`src/rls_pkg.sv`:
```
// Shared constants and types for the region label statistics block.
package rls_pkg;

   localparam int MAX_LABELS = 4096;
   localparam int MAX_DIM    = 2048;
   localparam int ADDR_W     = $clog2(MAX_LABELS);
   localparam int CLR_W      = $clog2(MAX_LABELS + 1);

   localparam int OPCODE_W = 2;
   localparam int COORD_W  = 11;
   localparam int LABEL_W  = 12;
   localparam int COLOR_W  = 8;
   localparam int LIMIT_W  = 13;
   localparam int COUNT_W  = 32;
   localparam int POS_SUM_W = 48;
   localparam int COL_SUM_W = 40;
   localparam int POS_MEAN_W = 19;
   localparam int COL_MEAN_W = 16;

   // divider dividend is (sum << 8) + count / 2
   localparam int FRAC_W   = 8;
   localparam int DIVIDEND_W = POS_SUM_W + FRAC_W + 1;
   localparam int DIV_CNT_W  = $clog2(DIVIDEND_W + 1);

   localparam logic [OPCODE_W-1:0] OP_ACCUMULATE = 2'd0;
   localparam logic [OPCODE_W-1:0] OP_QUERY      = 2'd1;
   localparam logic [OPCODE_W-1:0] OP_CLEAR      = 2'd2;
   localparam logic [OPCODE_W-1:0] OP_UNUSED     = 2'd3;

   localparam logic STATUS_OK  = 1'b0;
   localparam logic STATUS_ERR = 1'b1;

   typedef struct packed {
      logic [COUNT_W-1:0]   count;
      logic [POS_SUM_W-1:0] row_sum;
      logic [POS_SUM_W-1:0] column_sum;
      logic [COL_SUM_W-1:0] red_sum;
      logic [COL_SUM_W-1:0] green_sum;
      logic [COL_SUM_W-1:0] blue_sum;
   } entry_type;

   typedef struct packed {
      logic                  start;
      logic [DIVIDEND_W-1:0] dividend;
      logic [COUNT_W-1:0]    divisor;
   } div_req_type;

   typedef struct packed {
      logic                  done;
      logic [DIVIDEND_W-1:0] quotient;
   } div_rsp_type;

endpackage

```
`src/rls_divider.sv`:
```
// Restoring divider, one quotient bit per cycle.
module rls_divider
   import rls_pkg::*;
(
   input  logic        clock,
   input  logic        reset,
   input  div_req_type div_req,
   output div_rsp_type div_rsp
);

   logic [COUNT_W:0]      rem_ff, rem_in;
   logic [DIVIDEND_W-1:0] quo_ff, quo_in;
   logic [COUNT_W-1:0]    dsr_ff, dsr_in;
   logic [DIV_CNT_W-1:0]  cnt_ff, cnt_in;
   logic                  busy_ff, busy_in;
   logic                  done_ff, done_in;
   logic [COUNT_W:0]      shifted;
   logic                  fits;

   // load on start, else one shift-subtract step while busy
   always_comb begin
      shifted = {rem_ff[COUNT_W-1:0], quo_ff[DIVIDEND_W-1]};
      fits    = shifted >= {1'b0, dsr_ff};
      rem_in  = rem_ff;
      quo_in  = quo_ff;
      dsr_in  = dsr_ff;
      cnt_in  = cnt_ff;
      busy_in = busy_ff;
      done_in = 1'b0;
      if (div_req.start) begin
         rem_in  = '0;
         quo_in  = div_req.dividend;
         dsr_in  = div_req.divisor;
         cnt_in  = DIV_CNT_W'(DIVIDEND_W);
         busy_in = 1'b1;
      end else if (busy_ff) begin
         rem_in = fits ? (shifted - {1'b0, dsr_ff}) : shifted;
         quo_in = {quo_ff[DIVIDEND_W-2:0], fits};
         cnt_in = cnt_ff - 1'b1;
         if (cnt_ff == DIV_CNT_W'(1)) begin
            busy_in = 1'b0;
            done_in = 1'b1;
         end
      end
   end

   always_ff @(posedge clock) begin
      rem_ff <= rem_in;
      quo_ff <= quo_in;
      dsr_ff <= dsr_in;
      cnt_ff <= cnt_in;
      if (reset) begin
         busy_ff <= 1'b0;
         done_ff <= 1'b0;
      end else begin
         busy_ff <= busy_in;
         done_ff <= done_in;
      end
   end

   assign div_rsp.done     = done_ff;
   assign div_rsp.quotient = quo_ff;

endmodule

```
`config.mk`:
```
export PLATFORM = sky130hd
export DESIGN_NAME = rls_divider
export DESIGN_NICKNAME = d
export VERILOG_FILES = /design/src/rls_pkg.sv /design/src/rls_divider.sv
export SDC_FILE = /design/constraint.sdc
export NUM_CORES = 1
export LEC_CHECK = 0
export BUFFER_PORTS_ARGS = -buffer_cell sky130_fd_sc_hd__buf_2
export CAP_MARGIN = 40
export CORE_AREA = 8 8 123 125
export DETAILED_ROUTE_END_ITERATION = 7
export DIE_AREA = 0 0 131 133
export GPL_TIMING_DRIVEN = 1
export PLACE_DENSITY = 0.79
export RECOVER_POWER = 25
export SLEW_MARGIN = 25
export SYNTH_ARGS = -nofsm -noshare
export SYNTH_HDL_FRONTEND = slang
export SYNTH_SLANG_ARGS = --single-unit
```
`constraint.sdc`:
```
create_clock -name clock -period 7.9 [get_ports clock]
set_clock_uncertainty 0.05 [all_clocks]
set_input_delay 0.395 -clock clock [delete_from_list [all_inputs] [get_ports clock]]
set_output_delay 0.395 -clock clock [all_outputs]
set_load 0.05 [all_outputs]
```
---- After elaboration in Yosys (flattened, before gate mapping) ----
Index checks and enable logic that the tools add are counted.
cells by class
  $add $sub $neg .......................... 2
  $lt $le $gt $ge ......................... 1
  equality and inequality tests ........... 1
  mux-type cells .......................... 7
  bitwise operators ....................... 1
  reductions and logical operators ........ 2
operators by type and width
  cell                                               count
  2-to-1 mux 57 bit                                  2
  >= comparator 33 x 32 -> 1 bit                     1
  2-to-1 mux 32 bit                                  1
  subtractor 32 bit                                  1
  == test 6 x 1 -> 1 bit (second input constant)     1
  subtractor 6 x 1 -> 6 bit (second input constant)  1
  2-to-1 mux 1 bit                                   4
  OR reduction 3 bit                                 1
  nonzero test 2 bit                                 1
  inverter 1 bit                                     1
storage, ports and cells
  register bits ........................... 129
  input port bits ......................... 92

---- Logic depth before layout (Yosys ltp) ----
Gate-level depths: netlist (run 1).
  depth in word-level cells ............... 4
  gate-level depth with buffers ........... 12
  gate-level depth less buffers ........... 11

---- Least setup slack after synthesis (run 1) ----
Ideal clock, no wire load.
  path kind ............................... register to register
  start ................................... register quo_ff[56]
  end ..................................... register rem_ff[28]
  setup time .............................. 135 ps
  data arrival time ....................... 2761 ps
  path slack .............................. 4955 ps
  stages on the path, launching flop included .. 12
  buffers on the path ..................... 0
  cells stage by stage .................... edfxtp_1 > inv_1 > ha_1 > fa_1 > nand2b_1 > a21oi_1 > o2111ai_1 > a21boi_0 > o31ai_1 > mux2i_1 > nor4b_1 > nor4_1
between the ends
  cells in the longest elaborated chain, start to end .. 2
ends and longest elaborated chain
  item                                                                        RTL line                              source
  start: declaration                                                          rls_divider.sv:12                     logic [DIVIDEND_W-1:0] quo_ff, quo_in;
  start signal: assignment                                                    rls_divider.sv:49                     quo_ff <= quo_in;
  subtractor 32 bit / >= comparator 33 x 32 -> 1 bit (equally long branches)  rls_divider.sv:37, rls_divider.sv:23
  2-to-1 mux 32 bit *                                                         rls_divider.sv:37                     rem_in = fits ? (shifted - {1'b0, dsr_ff}) : shifted;
  end signal: assignment                                                      rls_divider.sv:48                     rem_ff <= rem_in;
  end: declaration                                                            rls_divider.sv:11                     logic [COUNT_W:0] rem_ff, rem_in;
Mark *: on every way between the ends. The rest lies on a longest branch, timed or not.
A chain may end at the register's enable or synchronous reset.

---- Worst setup path after layout (run 1) ----
  start ................................... register rem_ff[25]
  end ..................................... register rem_ff[13]
between the ends
  cells in the longest elaborated chain, start to end .. 2
ends and longest elaborated chain
  item                            RTL line           source
  >= comparator 33 x 32 -> 1 bit  rls_divider.sv:23  fits = shifted >= {1'b0, dsr_ff};
  2-to-1 mux 32 bit               rls_divider.sv:37
Every way passes these cells.

==> results of run 1 <==
power by group:
part | internal, mW | switching (mW)
Clock | 0.434 | 0.301
Combinational | 0.181 | 0.321
Sequential | 0.795 | 0.0338
Total | 1.41 | 0.656
cell usage in the layout, fill, tap and decap left out, types with 3 or more instances in the layout:
cell type                    count
sky130_fd_sc_hd__buf_2         147
sky130_fd_sc_hd__edfxtp_1       89
sky130_fd_sc_hd__nor2_1         61
sky130_fd_sc_hd__mux2_2         57
sky130_fd_sc_hd__inv_1          39
sky130_fd_sc_hd__dfxtp_1        39
sky130_fd_sc_hd__ha_1           34
sky130_fd_sc_hd__nand2_1        33
sky130_fd_sc_hd__a21oi_1        31
sky130_fd_sc_hd__mux2i_1        26
sky130_fd_sc_hd__a211oi_1       23
sky130_fd_sc_hd__xnor2_1        22
sky130_fd_sc_hd__o21ai_0        19
sky130_fd_sc_hd__clkbuf_16      17
sky130_fd_sc_hd__nand2b_1       12
sky130_fd_sc_hd__nand4_1         9
sky130_fd_sc_hd__nand3_1         8
sky130_fd_sc_hd__nor3_1          8
sky130_fd_sc_hd__a21o_1          8
sky130_fd_sc_hd__a31oi_1         8
sky130_fd_sc_hd__xor2_1          8
sky130_fd_sc_hd__nor2b_1         6
sky130_fd_sc_hd__nor4_1          5
sky130_fd_sc_hd__o31ai_1         5
sky130_fd_sc_hd__inv_6           5
sky130_fd_sc_hd__o211ai_1        4
sky130_fd_sc_hd__or2_2           4
sky130_fd_sc_hd__nand3b_1        4
sky130_fd_sc_hd__a311oi_1        4
sky130_fd_sc_hd__o21a_1          4
sky130_fd_sc_hd__buf_4           4
sky130_fd_sc_hd__and3_1          3
sky130_fd_sc_hd__and2_1          3
sky130_fd_sc_hd__a21oi_2         3
sky130_fd_sc_hd__o22ai_1         3
sky130_fd_sc_hd__nor3b_1         3
sky130_fd_sc_hd__clkinvlp_4      3
sky130_fd_sc_hd__clkinv_2        3
flip-flops by register name (all words and copies together), names as in the netlist:
name,count
busy_ff,1
cnt_ff,6
done_ff,1
dsr_ff,32
quo_ff,57
rem_ff,32
cell families (layout without fill, tap and decap cells):
logic type | Yosys count | count (layout) | synth area share, %
mux | 83 | 83 | 12.70
fa+ha+maj | 35 | 35 | 6.272
compound gates | 130 | 130 | 12.30
simple gates | 169 | 169 | 11.77
xor+xnor | 30 | 30 | 3.700
flops | 129 | 129 | 48.91
buf+inv | 73 | 225 | 4.352
cell type report:
type	count	area share [%]
sequential	129	40.82
multi-input combinational	447	39.00
timing repair buffer	154	9.319
clock buffer	17	4.998
tap	176	2.587
inverter	39	1.720
clock inverter	15	1.558
how the worst max path moves through the flow:
stage	to	from	cells after the start	slack, ns
global placement	rem_ff[13]$_SDFFE_PP0P_	dsr_ff[1]$_DFFE_PP_	11	4.33
global route	rem_ff[3]$_SDFFE_PP0P_	dsr_ff[26]$_DFFE_PP_	11	3.83
detailed placement	rem_ff[13]$_SDFFE_PP0P_	rem_ff[25]$_SDFFE_PP0P_	10	4.18
floorplan	rem_ff[28]$_SDFFE_PP0P_	quo_ff[56]$_DFFE_PP_	11	4.95
CTS	rem_ff[13]$_SDFFE_PP0P_	rem_ff[25]$_SDFFE_PP0P_	10	4.18
finish	rem_ff[13]$_SDFFE_PP0P_	rem_ff[25]$_SDFFE_PP0P_	10	4.15
per-stage QoR:
stage / worst slack (ns) / instances
2_1_floorplan: 4.955 / 649
3_3_place_gp: 4.331 / 944
3_5_place_dp: 4.183 / 945
4_1_cts: 4.177 / 977
5_1_grt: 3.825 / 977
6_report: 4.154 / 977
layer usage:
layer  track usage (%)  share of wire [%]  vias up
met5                 0                  0        -
met4             6.063                1.5        0
met2             32.37                 48      205
met3             7.995                8.4       27
met1             23.60                 42     2541
li1                  -                  -     2665
==> results.rst, run 1 <==
.. list-table::
   :header-rows: 1

   * - Metric
     - Value
   * - Cell type contributing the most total cell area after synthesis
     - sky130_fd_sc_hd__edfxtp_1
   * - Hold Path Cell Cnt
     - 2
   * - Slowest stage cell on the critical path
     - sky130_fd_sc_hd__a211oi_4
   * - Final worst path period share
     - 47.42%
   * - Most used standard cell by instance count after synthesis
     - sky130_fd_sc_hd__edfxtp_1
   * - Clock root buffer
     - sky130_fd_sc_hd__clkbuf_16
   * - Initial drt markers
     - 390
   * - Worst max-slew margin expressed relative to the limit
     - -66.73%
   * - Failing checks
     - max-capacitance violations, max-slew violations
   * - Total via count after detailed routing
     - 5438
   * - Remaining antenna violation count after routing
     - 0
   * - Clk pin slew, worst setup/hold paths
     - 0.06 ns
   * - Worst-skew pair later-pin latency
     - 0.42 ns
   * - Maximum fanout count along the critical path
     - 30
   * - Share of layout cells above drive strength 1
     - 31.46%
   * - Setup tns final
     - 0 ns
   * - IO Port Bufs
     - 149
   * - Filler instances
     - 997
   * - Avg Inst Size Synth
     - 10.94 µm²
   * - Source of the worst hold timing path
     - reset
   * - Die boundary width
     - 131 µm
   * - Clock sink count
     - 129
   * - Kind of cell adding the most delay to the critical path
     - compound AO/OA/AOI/OAI gates
   * - Final critical delay including setup and external delays
     - 3.746 ns
   * - Number of enable-type register cells in the synthesized netlist
     - 89
   * - Register-to-register setup slack
     - 4.15 ns
   * - Global-route wire length before repair
     - 27670 µm
   * - Post-CTS Setup Bufs
     - 0
   * - Syn Std Cell Area
     - 7102 µm²
   * - Overall fraction of global-route tracks in use
     - 19.97%
   * - Top-level I/O count
     - 150
   * - Antenna violations before repair
     - 0
   * - Drt via density
     - 5.566
   * - CTS tree
     - yes
   * - Final setup violation count
     - 0
   * - Power density over the cells
     - 242.7 nW/µm²
   * - Leak Pwr
     - 3.698 nW
   * - Min-delay worst type
     - primary input to flip-flop
   * - Largest net degree at the start of global routing
     - 72
   * - Outcome
     - finished, violations left
   * - Biggest area contributors in the synthesized netlist
     - sky130_fd_sc_hd__edfxtp_1, sky130_fd_sc_hd__dfxtp_1, sky130_fd_sc_hd__mux2_2, sky130_fd_sc_hd__ha_1, sky130_fd_sc_hd__mux2i_1
   * - Number of buffers created by CTS
     - 17
   * - Count of yosys warnings during synthesis
     - 0
   * - Final number of max-transition violations
     - 51
   * - Max Cap Viol
     - 1
   * - Routed wire per std cell
     - 17.14 µm
   * - Core footprint
     - 13090 µm²
   * - Fmax achieved
     - 266.9 MHz
   * - Synth top area share
     - 37.63%
   * - Type of the worst setup path
     - flip-flop to flip-flop
   * - Global route total overflow
     - 0
   * - Post-CTS resize count
     - 0
   * - Critical path capture point type
     - flip-flop
   * - Most frequent cells after synthesis
     - sky130_fd_sc_hd__edfxtp_1, sky130_fd_sc_hd__nor2_1, sky130_fd_sc_hd__mux2_2
   * - Type of element launching the critical path
     - flip-flop
   * - Max stage delay on crit path
     - 0.72 ns
   * - CP bufs+invs
     - 1
   * - Placer's final routability congestion estimate
     - 0.9289
   * - Data arrival time of the worst path
     - 4.02 ns
   * - Vias in the first global route
     - 5691
   * - Launch point of the worst reg-to-reg path
     - rem_ff[25]$_SDFFE_PP0P_
   * - Final HPWL from detailed placement
     - 12460 µm
   * - Count of cell types in the netlist
     - 60
   * - Placed standard-cell area
     - 7959 µm²
   * - Final design utilization
     - 65.05%
   * - Worst Reg2Reg Path Length in Cells
     - 10
   * - Fraction of the yosys area taken by sequential cells
     - 48.91%
   * - Net count, final
     - 915
   * - Worst hold slack across all endpoints
     - 0.09978 ns
   * - Effective utilization at floorplan
     - 54.27%
   * - Count of inserted antenna diode cells
     - 0
   * - Number of placement rows
     - 42
   * - Post-route design area
     - 8512 µm²
   * - Most common flop cell mapped by yosys
     - sky130_fd_sc_hd__edfxtp_1
   * - Measured slew at the worst slew-check pin
     - 2.501 ns
   * - Unrepaired setup endpoints after global routing
     - false
   * - Die ar.
     - 17420 µm²
   * - Htree depth
     - 4
   * - Area used by multi-input combinational logic
     - 3319 µm²
   * - Flip-flop and latch count after synthesis
     - 129
   * - Length of the first detailed-routing pass in iterations
     - 5
   * - Synthesized Nets
     - 776
   * - Synth async-reset ratio
     - 0%
   * - Hold Buf Count CTS
     - 0
   * - Endpoint of the worst hold path
     - busy_ff$_SDFF_PP0_
   * - Routed Wire Length
     - 16750 µm
   * - Cells along the critical path
     - ha_1 > a21oi_2 > nor2_1 > o311ai_1 > nand3_1 > or3b_1 > a211oi_4 > buf_4 > and4b_1 > nor4_2
   * - Relative area change from synthesis to final layout
     - 19.86%
   * - Worst endpoint required time
     - 8.18 ns
   * - Reg-to-reg endpoint
     - rem_ff[13]$_SDFFE_PP0P_
   * - Hold Vio Cnt, Final
     - 0
   * - Remaining routing DRC violations
     - 0
   * - Total area of sequential cells
     - 3475 µm²
   * - Highest ir drop seen on vdd
     - 0.0001853 V
   * - Number of buffers on the longest clock path
     - 2
   * - Floorplan die height
     - 133 µm
   * - Synthesized instance count
     - 649
   * - Tot Pwr
     - 2.066 mW
No activity file was read; power rests on OpenSTA's default activity.
==> inputs of run 2 (changes only) <==
ABC_AREA = 1   (was unset)
CORE_AREA = 8 8 134 136   (was 8 8 123 125)
DIE_AREA = 0 0 142 144   (was 0 0 131 133)
PLACE_DENSITY = 0.76   (was 0.79)
clock period = 3.4 ns   (was 7.9 ns; I/O delays follow)
==> run 2 against run 1 <==
Effect of this change: the flow now finishes without violations; die area grew 17%; routed wire length grew 40%; global-route usage grew 3.8 points; power grew 120%; sequential cell count is the same; utilization shrank 0.62 points; clock power grew to 2.6 times the previous value; setup slack lost 3.3 ns; cell count grew 61%; via count grew 44%.
==> results.rst, run 2 <==
.. list-table::
   :header-rows: 1

   * - Metric
     - Value
   * - Outcome
     - completed
   * - Floorplan die height
     - 144 µm
   * - Die boundary width
     - 142 µm
   * - Setup tns final
     - 0 ns
   * - Final critical delay including setup and external delays
     - 2.543 ns
   * - Synth async-reset ratio
     - 0%
   * - Final worst path period share
     - 74.78%
   * - Data arrival time of the worst path
     - 2.81 ns
   * - IO Port Bufs
     - 149
   * - Measured slew at the worst slew-check pin
     - 1.342 ns
   * - Cell seen most often among critical-path stages
     - sky130_fd_sc_hd__nand2_1
   * - Number of buffers created by CTS
     - 17
   * - Critical path capture point type
     - flip-flop
   * - Cells along the critical path
     - inv_1 > ha_1 > nand2_2 > inv_2 > nand2_1 > nand2_1 > nand2_1 > nand2_1 > nand2_1 > nand2_1 > nor2_4 > buf_4 > nand3_1 > nand2_1 > clkinv_1 > nand2_1 > nand2_1
   * - Max Cap Viol
     - 0
   * - Worst max-slew margin expressed relative to the limit
     - 10.53%
   * - Most frequent cells after synthesis
     - sky130_fd_sc_hd__nand2_1, sky130_fd_sc_hd__inv_1, sky130_fd_sc_hd__edfxtp_1
   * - Overall fraction of global-route tracks in use
     - 23.81%
   * - Combinational share of power
     - 17.6%
   * - Count of cell types in the netlist
     - 38
   * - Final HPWL from detailed placement
     - 15620 µm
   * - Max stage delay on crit path
     - 0.41 ns
   * - Synthesized Nets
     - 1224
   * - Internal portion of total power
     - 3.243 mW
   * - Global route total overflow
     - 0
   * - Post-CTS Setup Bufs
     - 0
   * - Most used standard cell by instance count after synthesis
     - sky130_fd_sc_hd__nand2_1
   * - Maximum fanout count along the critical path
     - 18
   * - Total area of sequential cells
     - 3473 µm²
   * - Top-level I/O count
     - 150
   * - Highest ir drop seen on vdd
     - 0.0005257 V
   * - Biggest regs
     - quo_ff (57), dsr_ff (32), rem_ff (32)
   * - Worst-skew pair later-pin latency
     - 0.43 ns
   * - Clock sink count
     - 129
   * - Net switching power
     - 1.387 mW
   * - Die ar.
     - 20450 µm²
   * - Part of the power in the clock network
     - 41.9%
   * - Most common library cell in the layout ignoring fill and taps
     - sky130_fd_sc_hd__nand2_1
   * - Placed standard-cell area
     - 8826 µm²
   * - Synthesized instance count
     - 1097
   * - Register-to-register setup slack
     - 0.86 ns
   * - Total via count after detailed routing
     - 7811
   * - Reg-to-reg endpoint
     - rem_ff[27]$_SDFFE_PP0P_
   * - Worst setup path endpoint
     - rem_ff[27]$_SDFFE_PP0P_
   * - Number of enable-type register cells in the synthesized netlist
     - 89
   * - Switching portion of total power
     - 29.96%
   * - Worst Reg2Reg Path Length in Cells
     - 17
   * - Placed instance count
     - 1445
   * - Launch point of the critical path
     - dsr_ff[20]$_DFFE_PP_
   * - Tot Pwr
     - 4.630 mW
   * - Worst endpoint required time
     - 3.67 ns
   * - Cell type contributing the most total cell area after synthesis
     - sky130_fd_sc_hd__edfxtp_1
   * - Avg Inst Size Synth
     - 7.187 µm²
   * - Drt via density
     - 4.978
   * - Antenna violations before repair
     - 1
   * - Fraction of the yosys area taken by sequential cells
     - 44.06%
   * - Clk pin slew, worst setup/hold paths
     - 0.06 ns
   * - Largest net degree at the start of global routing
     - 61
   * - Synth top area share
     - 33.90%
   * - Register with the most flip-flops
     - quo_ff
   * - Routed Wire Length
     - 23390 µm
   * - Non-filler cells, final
     - 1569
   * - Fmax achieved
     - 393.3 MHz
   * - Remaining routing DRC violations
     - 0
   * - Area used by multi-input combinational logic
     - 3573 µm²
   * - Filler instances
     - 1324
   * - Most frequent cells in the layout
     - sky130_fd_sc_hd__nand2_1, sky130_fd_sc_hd__inv_1, sky130_fd_sc_hd__buf_2
   * - Final number of max-transition violations
     - 0
   * - Min-delay worst type
     - primary input to flip-flop
   * - Post-CTS resize count
     - 0
   * - Number of placement rows
     - 47
   * - Flop pwr share
     - 40.4%
   * - CTS tree
     - yes
   * - Htree depth
     - 4
   * - Unrepaired setup endpoints after global routing
     - false
   * - Relative area change from synthesis to final layout
     - 31.20%
   * - Type of the worst setup path
     - flip-flop to flip-flop
   * - Largest register FFs
     - 57
   * - Core footprint
     - 16050 µm²
   * - Launch point of the worst reg-to-reg path
     - dsr_ff[20]$_DFFE_PP_
   * - Effective utilization at floorplan
     - 49.11%
   * - Number of buffers on the longest clock path
     - 2
   * - Length of the first detailed-routing pass in iterations
     - 7
   * - Vias in the first global route
     - 7877
   * - Final setup violation count
     - 0
   * - Global-route wire length before repair
     - 38470 µm
   * - Biggest area contributors in the synthesized netlist
     - sky130_fd_sc_hd__edfxtp_1, sky130_fd_sc_hd__nand2_1, sky130_fd_sc_hd__dfxtp_1, sky130_fd_sc_hd__inv_1, sky130_fd_sc_hd__ha_1
   * - Leak Pwr
     - 5.448 nW
   * - Placer's final routability congestion estimate
     - 0.9809
   * - Most common flop cell mapped by yosys
     - sky130_fd_sc_hd__edfxtp_1
   * - Count of yosys warnings during synthesis
     - 0
   * - Slowest stage cell on the critical path
     - sky130_fd_sc_hd__nor2_4
   * - Power density over the cells
     - 447.6 nW/µm²
   * - Hold Vio Cnt, Final
     - 0
   * - Net count, final
     - 1461
   * - Initial drt markers
     - 569
   * - Post-route design area
     - 10340 µm²
   * - Flip-flop and latch count after synthesis
     - 129
   * - Clock root buffer
     - sky130_fd_sc_hd__clkbuf_16
   * - Syn Std Cell Area
     - 7884 µm²
   * - Routed wire per std cell
     - 14.91 µm
   * - Share of layout cells above drive strength 1
     - 15.52%
   * - Type of element launching the critical path
     - flip-flop
   * - Remaining antenna violation count after routing
     - 0
## run 2: worst min path at each step
stage	start	end	slack [ns]	cells after the start
floorplan	reset	done_ff$_SDFF_PP0_	0.20	1
global placement	div_req[3]	dsr_ff[3]$_DFFE_PP_	0.30	1
detailed placement	div_req[14]	dsr_ff[14]$_DFFE_PP_	0.30	1
CTS	div_req[32]	quo_ff[0]$_DFFE_PP_	0.06	3
global route	div_req[32]	quo_ff[0]$_DFFE_PP_	0.1	3
finish	div_req[32]	quo_ff[0]$_DFFE_PP_	0.06	3
## run 2: routing by layer
layer  vias to the layer above  GRT usage (%)  share of wire (%)
met5                         -              0                  0
met4                         0          10.29                2.9
met3                        49          7.263                8.8
met2                       358          39.32                 46
met1                      3512          28.22                 42
li1                       3892              -                  -
## run 2: timing repair
action                     in CTS  in global routing
hold endpoints to repair       90                  0
hold buffers                   89                  0
setup endpoints to repair       0                  0
## run 2: power groups by stage
stage | Combinational (mW) | Clock [mW] | Sequential (mW)
2_1_floorplan | 0.257 | 0 | 2.14
3_3_place_gp | 0.709 | 0 | 1.89
3_5_place_dp | 0.718 | 0 | 1.89
4_1_cts | 0.800 | 1.96 | 1.86
5_1_grt | 0.884 | 2.02 | 1.88
6_report | 0.817 | 1.94 | 1.87
## run 2: kinds of logic (layout without fill, tap and decap cells)
logic type | count (synthesis) | count (layout) | synth area share, %
other cells | 0 | 2 | 0
simple gates | 659 | 659 | 34.71
fa+ha+maj | 35 | 35 | 5.650
buf+inv | 211 | 461 | 10.65
flops | 129 | 129 | 44.06
xor+xnor | 14 | 14 | 1.555
compound gates | 49 | 49 | 3.380
## run 2: cell type report
class | instances | area share [%]
antenna | 2 | 0.04839
clock buffer | 17 | 4.113
clock inverter | 15 | 1.851
inverter | 182 | 6.605
multi-input combinational | 757 | 34.55
sequential | 129 | 33.58
tap | 220 | 2.661
timing repair buffer | 247 | 16.60
## run 2: critical path, delay by kind of cell (launching register included)
family,cells,cell delay [ns]
adder cells (fa/ha/maj),1,0.35
buffers and inverters,4,0.48
flip-flops,1,0.33
AND/OR/NAND/NOR,12,1.21
## run 2: metrics by stage
stage	setup WS (ns)	util, %	hold WS [ns]
floorplan	0.5418	-	0.1961
global placement	0.9034	54.98	0.2975
detailed placement	0.8308	54.98	0.2984
CTS	0.8065	64.37	0.05841
global route	0.5591	64.41	0.09688
finish	0.8575	64.43	0.06340
